--- config.mk ---
export PLATFORM = sky130hd
export DESIGN_NAME = lvbs_front
export DESIGN_NICKNAME = d
export VERILOG_FILES = /design/src/design/lvbs_pkg.sv /design/src/design/lvbs_front.sv
export SDC_FILE = /design/constraint.sdc
export NUM_CORES = 1
export LEC_CHECK = 0
export ABC_AREA = 0
export BUFFER_PORTS_ARGS = -buffer_cell sky130_fd_sc_hd__buf_2
export CAP_MARGIN = 20
export CORE_MARGIN = 2
export CORE_UTILIZATION = 49
export DETAILED_ROUTE_END_ITERATION = 7
export PLACE_DENSITY = 0.76
export SLEW_MARGIN = 15
export SYNTH_ARGS = -nofsm -noshare
export SYNTH_HDL_FRONTEND = slang
export SYNTH_SLANG_ARGS = --single-unit
--- constraint.sdc ---
create_clock -name clk -period 3.33 [get_ports clk]
set_input_delay 0.1665 -clock clk [delete_from_list [all_inputs] [get_ports clk]]
set_output_delay 0.1665 -clock clk [all_outputs]
set_load 0.03 [all_outputs]
--- src/design/lvbs_pkg.sv ---
package lvbs_pkg;

  // Store geometry
  localparam int unsigned CHUNK_DEPTH = 1024;
  localparam int unsigned WORD_BITS   = 64;
  localparam int unsigned ADDR_W      = (CHUNK_DEPTH > 1) ? $clog2(CHUNK_DEPTH) : 1;
  localparam int unsigned CNT_W       = $clog2(CHUNK_DEPTH + 1);
  localparam int unsigned OBITS_W     = 7;

  // Command queue between front and back
  localparam int unsigned QUEUE_DEPTH = 2;
  localparam int unsigned QPTR_W      = (QUEUE_DEPTH > 1) ? $clog2(QUEUE_DEPTH) : 1;
  localparam int unsigned QCNT_W      = $clog2(QUEUE_DEPTH + 1);

  // Command codes
  localparam logic [1:0] CMD_PUSH  = 2'd0;
  localparam logic [1:0] CMD_FLUSH = 2'd1;
  localparam logic [1:0] CMD_POP   = 2'd2;
  localparam logic [1:0] CMD_CLEAR = 2'd3;

  // Status codes
  localparam logic [1:0] STAT_OK    = 2'd0;
  localparam logic [1:0] STAT_FULL  = 2'd1;
  localparam logic [1:0] STAT_UNDER = 2'd2;

  typedef struct packed {
    logic [1:0]  command;
    logic [30:0] field_value;
    logic [4:0]  field_bits;
  } in_item_t;

  typedef struct packed {
    logic [30:0] popped_value;
    logic [1:0]  status;
  } out_item_t;

  // Classified command as held in the queue: value already cut to its width
  typedef struct packed {
    logic [1:0]  command;
    logic [30:0] value;
    logic [4:0]  nbits;
  } op_t;

  // Low n bits set, all bits for n of a full word or more
  function automatic logic [WORD_BITS-1:0] low_mask(input logic [OBITS_W-1:0] n);
    logic [WORD_BITS-1:0] m;
    if (n >= OBITS_W'(WORD_BITS)) begin
      m = '1;
    end else begin
      m = (WORD_BITS'(1) << n) - WORD_BITS'(1);
    end
    return m;
  endfunction

endpackage

--- src/design/lvbs_front.sv ---
module lvbs_front (
  input  logic               clk,
  input  logic               rst_n,
  input  logic               start,
  output logic               busy,
  input  lvbs_pkg::in_item_t in_item,
  output logic               head_valid,
  output lvbs_pkg::op_t      head,
  input  logic               head_take
);

  lvbs_pkg::op_t                    q_r [lvbs_pkg::QUEUE_DEPTH];
  logic [lvbs_pkg::QPTR_W-1:0]      wr_ptr_r, wr_ptr_nxt;
  logic [lvbs_pkg::QPTR_W-1:0]      rd_ptr_r, rd_ptr_nxt;
  logic [lvbs_pkg::QCNT_W-1:0]      count_r, count_nxt;
  logic                             accept;
  lvbs_pkg::op_t                    op;

  // Classify: keep the command, cut the value to its field width
  always_comb begin
    op.command = in_item.command;
    op.nbits   = in_item.field_bits;
    op.value   = in_item.field_value & ((31'd1 << in_item.field_bits) - 31'd1);
  end

  assign busy       = (count_r == lvbs_pkg::QCNT_W'(lvbs_pkg::QUEUE_DEPTH));
  assign accept     = start && !busy;
  assign head_valid = (count_r != '0);
  assign head       = q_r[rd_ptr_r];

  // Advance pointers and occupancy
  always_comb begin
    wr_ptr_nxt = wr_ptr_r;
    rd_ptr_nxt = rd_ptr_r;
    count_nxt  = count_r;
    if (accept) begin
      wr_ptr_nxt = (wr_ptr_r == lvbs_pkg::QPTR_W'(lvbs_pkg::QUEUE_DEPTH - 1)) ? '0
                   : wr_ptr_r + 1'b1;
    end
    if (head_take) begin
      rd_ptr_nxt = (rd_ptr_r == lvbs_pkg::QPTR_W'(lvbs_pkg::QUEUE_DEPTH - 1)) ? '0
                   : rd_ptr_r + 1'b1;
    end
    if (accept && !head_take) begin
      count_nxt = count_r + 1'b1;
    end else if (!accept && head_take) begin
      count_nxt = count_r - 1'b1;
    end
  end

  always_ff @(posedge clk) begin
    if (!rst_n) begin
      wr_ptr_r <= '0;
      rd_ptr_r <= '0;
      count_r  <= '0;
    end else begin
      wr_ptr_r <= wr_ptr_nxt;
      rd_ptr_r <= rd_ptr_nxt;
      count_r  <= count_nxt;
    end
  end

  // Hold queued commands
  always_ff @(posedge clk) begin
    if (accept) begin
      q_r[wr_ptr_r] <= op;
    end
  end

endmodule

### Word-level counts from Yosys, hierarchy flattened

Memories as Yosys holds them, arrays and structs flattened. A register that Yosys moved wholly into a read port is not among the register bits.
Index checks and enable logic that the tools add are counted.

| storage, ports and cells | value |
|---|---|
| register bits | 4 |
| bits in latches | 0 |
| memory bits (writable) | 76 |
| ROM bits | 0 |
| input bits | 42 |
| memories kept | 1 |

Memory list:

| name | depth | width | read ports | clocked after Yosys merged registers in | write ports | RTL line | RTL |
|---|---|---|---|---|---|---|---|
| q_r | 2 | 38 | 1 | 1 | 1 | lvbs_front.sv:12 | `lvbs_pkg::op_t q_r [lvbs_pkg::QUEUE_DEPTH];` |

| operators by class | value |
|---|---|
| add/sub/neg operators | 5 |
| multiply operators | 0 |
| div/mod/pow operators | 0 |
| $lt $le $gt $ge | 0 |
| equal/unequal tests | 1 |
| shift-type cells | 1 |
| mux-type cells | 8 |
| bitwise logic cells | 1 |
| reduce and logical (&&, ||, !) cells | 8 |

Operators with widths:

| cell | number |
|---|---|
| $and A31 B31 Y31 | 1 |
| $shl A1 B5 Y31 const A | 1 |
| $sub A31 B1 Y31 const B | 1 |
| $mux W1 | 6 |
| $mux W2 | 2 |
| $reduce_bool A2 Y1 | 2 |
| $logic_and A1 B1 Y1 | 3 |
| $logic_not A1 Y1 | 3 |
| $add A1 B1 Y1 const B | 2 |
| $add A2 B1 Y2 const B | 1 |
| $eq A2 B2 Y1 const B | 1 |
| $sub A2 B1 Y2 const B | 1 |

### Depth between registers and ports, before layout

| depth | value |
|---|---|
| word-level depth | 7 |
| gate-level depth with buffers | 9 |
| depth with buffers taken out | 7 |

### Worst setup path before layout

Ideal clock, no wire load.

| timing | value |
|---|---|
| path type | register to register |
| start | register count_r[0] (netlist name) |
| end | memory q_r[0][0] (netlist name) (enable) |
| data arrival time | 3,347 ps |
| required time | 2,847 ps |
| slack | -499 ps |
| cell stages (with the launch flop) | 4 |
| period minus slack after synthesis | 3,829 ps |
| path through | dfxtp_1 -> nand2b_1 -> inv_1 -> nor3_1 |

| between the ends | value |
|---|---|
| word-level cells in the longest chain between the ends | 5 |

RTL lines:

| what | RTL line | RTL |
|---|---|---|
| start: declaration | lvbs_front.sv:15 | `logic [lvbs_pkg::QCNT_W-1:0] count_r, count_nxt;` |
| start signal: assignment | lvbs_front.sv:59 | `count_r <= count_nxt;` |
| $eq A2 B2 Y1 | lvbs_front.sv:26 | `assign busy = (count_r == lvbs_pkg::QCNT_W'(lvbs_pkg::QUEUE_DEPTH));` |
| net busy | lvbs_front.sv:5 | `output logic busy,` |
| $logic_not A1 Y1 | lvbs_front.sv:27 | `assign accept = start && !busy;` |
| $logic_and A1 B1 Y1 | lvbs_front.sv:27 |  |
| $mux W1 | lvbs_front.sv:65 | `if (accept) begin` |
| $mux W1 (not written as such) | lvbs_front.sv:66 | `q_r[wr_ptr_r] <= op;` |
| end: declaration | lvbs_front.sv:12 |  |

The timed path passes the listed nets, and every way through them passes these cells.

==> impl_summary.txt <==
----------------------------------------------------
[Status]
  Result of the run ... finished, final reports clean

[Place]
  Placed wire-length estimate ... 4.73 mm
  Count of buffers inserted at the top-level ports ... 81
  Routability congestion estimate ... around 0.88

[Clocking]
  Quantity of gates resized following cts ... 0
  Hold bufs inserted after CTS ... 2
  Clk Tree Root Cell ... sky130_fd_sc_hd__clkbuf_8
  CTS H-Tree Depth ... 3
  CTS clock-pin slew for the worst setup and hold paths ... about 0.08 ns
  Inserted Clock Buffers ... 9
  Bufs on Longest Clock Path ... 2
  Clock latency on the worst-skew pair ... 0.35 ns
  Number of setup buffers added after CTS ... 0
  Clock tree from TritonCTS ... built
  Sinks on the clock net ... 81

[Route]
  Total via count in the routed design ... ~2400
  Mean number of vias per cell ... 5.33
  DRC violation count after routing ... 0
  DRC marker count from the first detailed-route iteration ... 229
  Number of detailed-route iterations in the first pass ... 4
  Residual antenna-violating net count after detailed routing ... 0
  Final wirelength ... around 7 mm
  Average wire length per cell after detail routing ... around 16 µm

[Pwr]
  Static leakage ... 1.74 nW
  Worst voltage drop across the vdd grid ... approximately 0.00033 V
  PnR Total Power ... about 2.8 mW
  Power per unit of standard cell area ... between 600 and 700 nW/µm²

[Synth]
  Dominant synthesized flop cell ... sky130_fd_sc_hd__edfxtp_1
  Syn nets ... between 300 and 400
  Post-synth top area cell ... sky130_fd_sc_hd__edfxtp_1
  Top cells by instance count after synthesis ... sky130_fd_sc_hd__edfxtp_1, sky130_fd_sc_hd__mux2_2, sky130_fd_sc_hd__nor2_1
  Top cell type's share of synthesized area ... 0.625
  Synth warn ... 0
  Proportion of register bits with asynchronous set or reset after synthesis ... 0
  Post-synthesis area per instance ... ~14 µm²
  Most used standard cell by instance count after synthesis ... sky130_fd_sc_hd__edfxtp_1
  Number of flip-flops and latches in the synthesized netlist ... between 80 and 90
  Number of synthesized flops with an enable pin ... 76
  Top area cells in the synthesized netlist ... sky130_fd_sc_hd__edfxtp_1, sky130_fd_sc_hd__mux2_2, sky130_fd_sc_hd__dfxtp_1
  Post-synthesis cell area ... 3650 µm²
  Post-synthesis cell count ... 260
  Cell variety after synth ... 44
  Portion of the post-synthesis area used by sequential elements ... 0.652

[Global route]
  Total grt overflow ... 0
  Largest net degree at the start of global routing ... 40
  Number of global-route vias before repair ... 2234
  Gr usage total ... 0.179
  Number of antenna violations at the first check in global routing ... 0
  Wire length of the first global-routing pass ... 11.1 mm

[Finish]
  Fraction of layout cells with a size suffix above 1 ... 0.420
  Area growth from synthesis to final layout ... 21.6%
  Number of nets in the layout ... 382
  Ant diodes ... 0
  Footprint of the multi-input gates ... 1170 µm²
  Final cell utilization of the core ... 0.612
  Count of fill cells added during filler insertion ... 598
  Area occupied by registers ... 2380 µm²

[Timing]
  Maximum clock frequency ... 440 MHz
  Max-slew headroom ... 0.381
  Minimum period implied by the final worst setup slack ... around 2.3 ns
  Setup Total Neg Slack ... 0 ns
  Portion of the clock cycle consumed by the worst path in the final layout ... 0.682
  Final hold violation count ... 0
  Unrepaired setup endpoints after global routing ... false
  Count of pins over their slew limit ... 0
  Slew of the pin with the lowest slew margin ... a little over 0.9 ns
  Clock Skews ... about 0.010 ns
  Post-route worst hold slack ... 0.0195 ns
  Number of setup violations in the final report ... 0

[Setup path]
  Launch point of the worst path ... in_item[4]
  Register-to-Register Path Depth ... 2
  Kind of cell adding the most delay to the critical path ... simple AND/OR/NAND/NOR gates
  Required time of the critical path ... about 3.4 ns
  Reg2Reg Capture Point ... q_r[1][36]
  Data arrival time at the worst-slack endpoint ... approximately 2.4 ns
  Worst-path cell chain ... buf_2 -> or2_1 -> or2_2 -> ha_1 -> and2_1 -> o211a_1 -> o31a_1
  Maximum fanout along the worst path ... 31
  CP max stage delay ... 0.42 ns
  Crit start category ... primary input
  CP Class ... primary input to register
  Slowest-stage cell, CP ... sky130_fd_sc_hd__ha_1
  Reg2Reg Launch Point ... count_r[0]
  Flop2flop setup slack ... about 1.6 ns
  Element type at the critical path end ... register
  Buffers and inverters on the worst path ... 1

[Worst hold path]
  Cell depth of the worst min-delay path ... 2
  Endpoint of the worst hold path ... wr_ptr_r
  Launch instance of the worst min-delay path ... rst_n
  Class of the tightest hold or removal check ... primary input to register

[Die]
  Horizontal die dimension ... 90.3 µm
  Cell Rows ... 31
  Starting density of the core ... 0.504
  Die Outline Area ... 8160 µm²
  Vertical die dimension ... 90.3 µm
  Area of the core ... 7250 µm²
  Number of I/O pins ... 82

[Job]
  Max-capacitance violation count ... 0

----------------------------------------------------
## stage by stage
stage	cells	setup slack, ns	cell area, µm²
global placement	424	0.787	4130
global route	442	0.885	4440
floorplan	260	0.691	3660
CTS	442	1.10	4440
detailed placement	424	0.725	4130
finish	442	1.06	4440
## flip-flops by register name (all words and copies together) (netlist names), named ones only
signal / flops
q_r: 76
count_r: 2
rd_ptr_r: 1
wr_ptr_r: 1
## placed cells by master (no fill, tap or decap), types with 4 or more instances in the layout
cell type,synthesis,routed
sky130_fd_sc_hd__a21boi_0,6,6
sky130_fd_sc_hd__a21oi_1,8,8
sky130_fd_sc_hd__and2_1,5,5
sky130_fd_sc_hd__edfxtp_1,76,76
sky130_fd_sc_hd__clkbuf_8,0,9
sky130_fd_sc_hd__nand2_1,8,8
sky130_fd_sc_hd__bufinv_16,0,5
sky130_fd_sc_hd__and3_1,7,6
sky130_fd_sc_hd__dfxtp_1,5,4
sky130_fd_sc_hd__o21ai_0,6,6
sky130_fd_sc_hd__nor2b_1,5,5
sky130_fd_sc_hd__buf_2,6,81
sky130_fd_sc_hd__mux2_2,38,38
sky130_fd_sc_hd__inv_1,7,7
sky130_fd_sc_hd__o21a_1,5,5
sky130_fd_sc_hd__nor2_1,14,14
## cell families (layout without fill, tap and decap cells)
group                      after synthesis  count (layout)  share of synthesized area
xor gates and xnor gates                 3               3                    0.00720
DFF                                     81              81                      0.652
and+or+nand+nor                         67              67                      0.103
buffers and inverters                   26             109                     0.0312
AOI/OAI and AO/OA                       43              43                     0.0822
muxes                                   38              38                      0.117
adders and majority gates                2               2                    0.00685
## layer usage
layer | GRT usage | vias to the layer above | share of wire
met4 | 0.0641 | 0 | 0.018
met5 | 0 | - | 0
met2 | 0.266 | 89 | 0.47
met3 | 0.0618 | 12 | 0.065
met1 | 0.246 | 1116 | 0.45
li1 | - | 1138 | -
## how the worst max path moves through the flow
stage | endpoint | slack [ns] | cells past startpoint
4_1_cts | q_r[1][23] | 1.10 | 7
3_5_place_dp | q_r[1][23] | 0.72 | 7
3_3_place_gp | q_r[0][23] | 0.79 | 7
2_1_floorplan | q_r[0][0] | 0.69 | 3
6_report | q_r[1][23] | 1.06 | 7
5_1_grt | q_r[1][15] | 0.88 | 7
## final cells by class
type | count | share of cell area
flip-flops and latches | 81 | 0.537
multi-input cells | 153 | 0.263
repair buffers | 86 | 0.101
clock inverters | 7 | 0.0375
clock buffers | 9 | 0.0279
well taps | 99 | 0.0279
inverters | 7 | 0.00592
## power by group
part / total (mW) / leakage, nW / switching (mW) / internal (mW)
registers: 1.28 / 0.765 / 0.0449 / 1.24
logic: 0.527 / 0.837 / 0.340 / 0.187
clock network: 1.00 / 0.140 / 0.351 / 0.650
(Power assumes the default switching activity.)
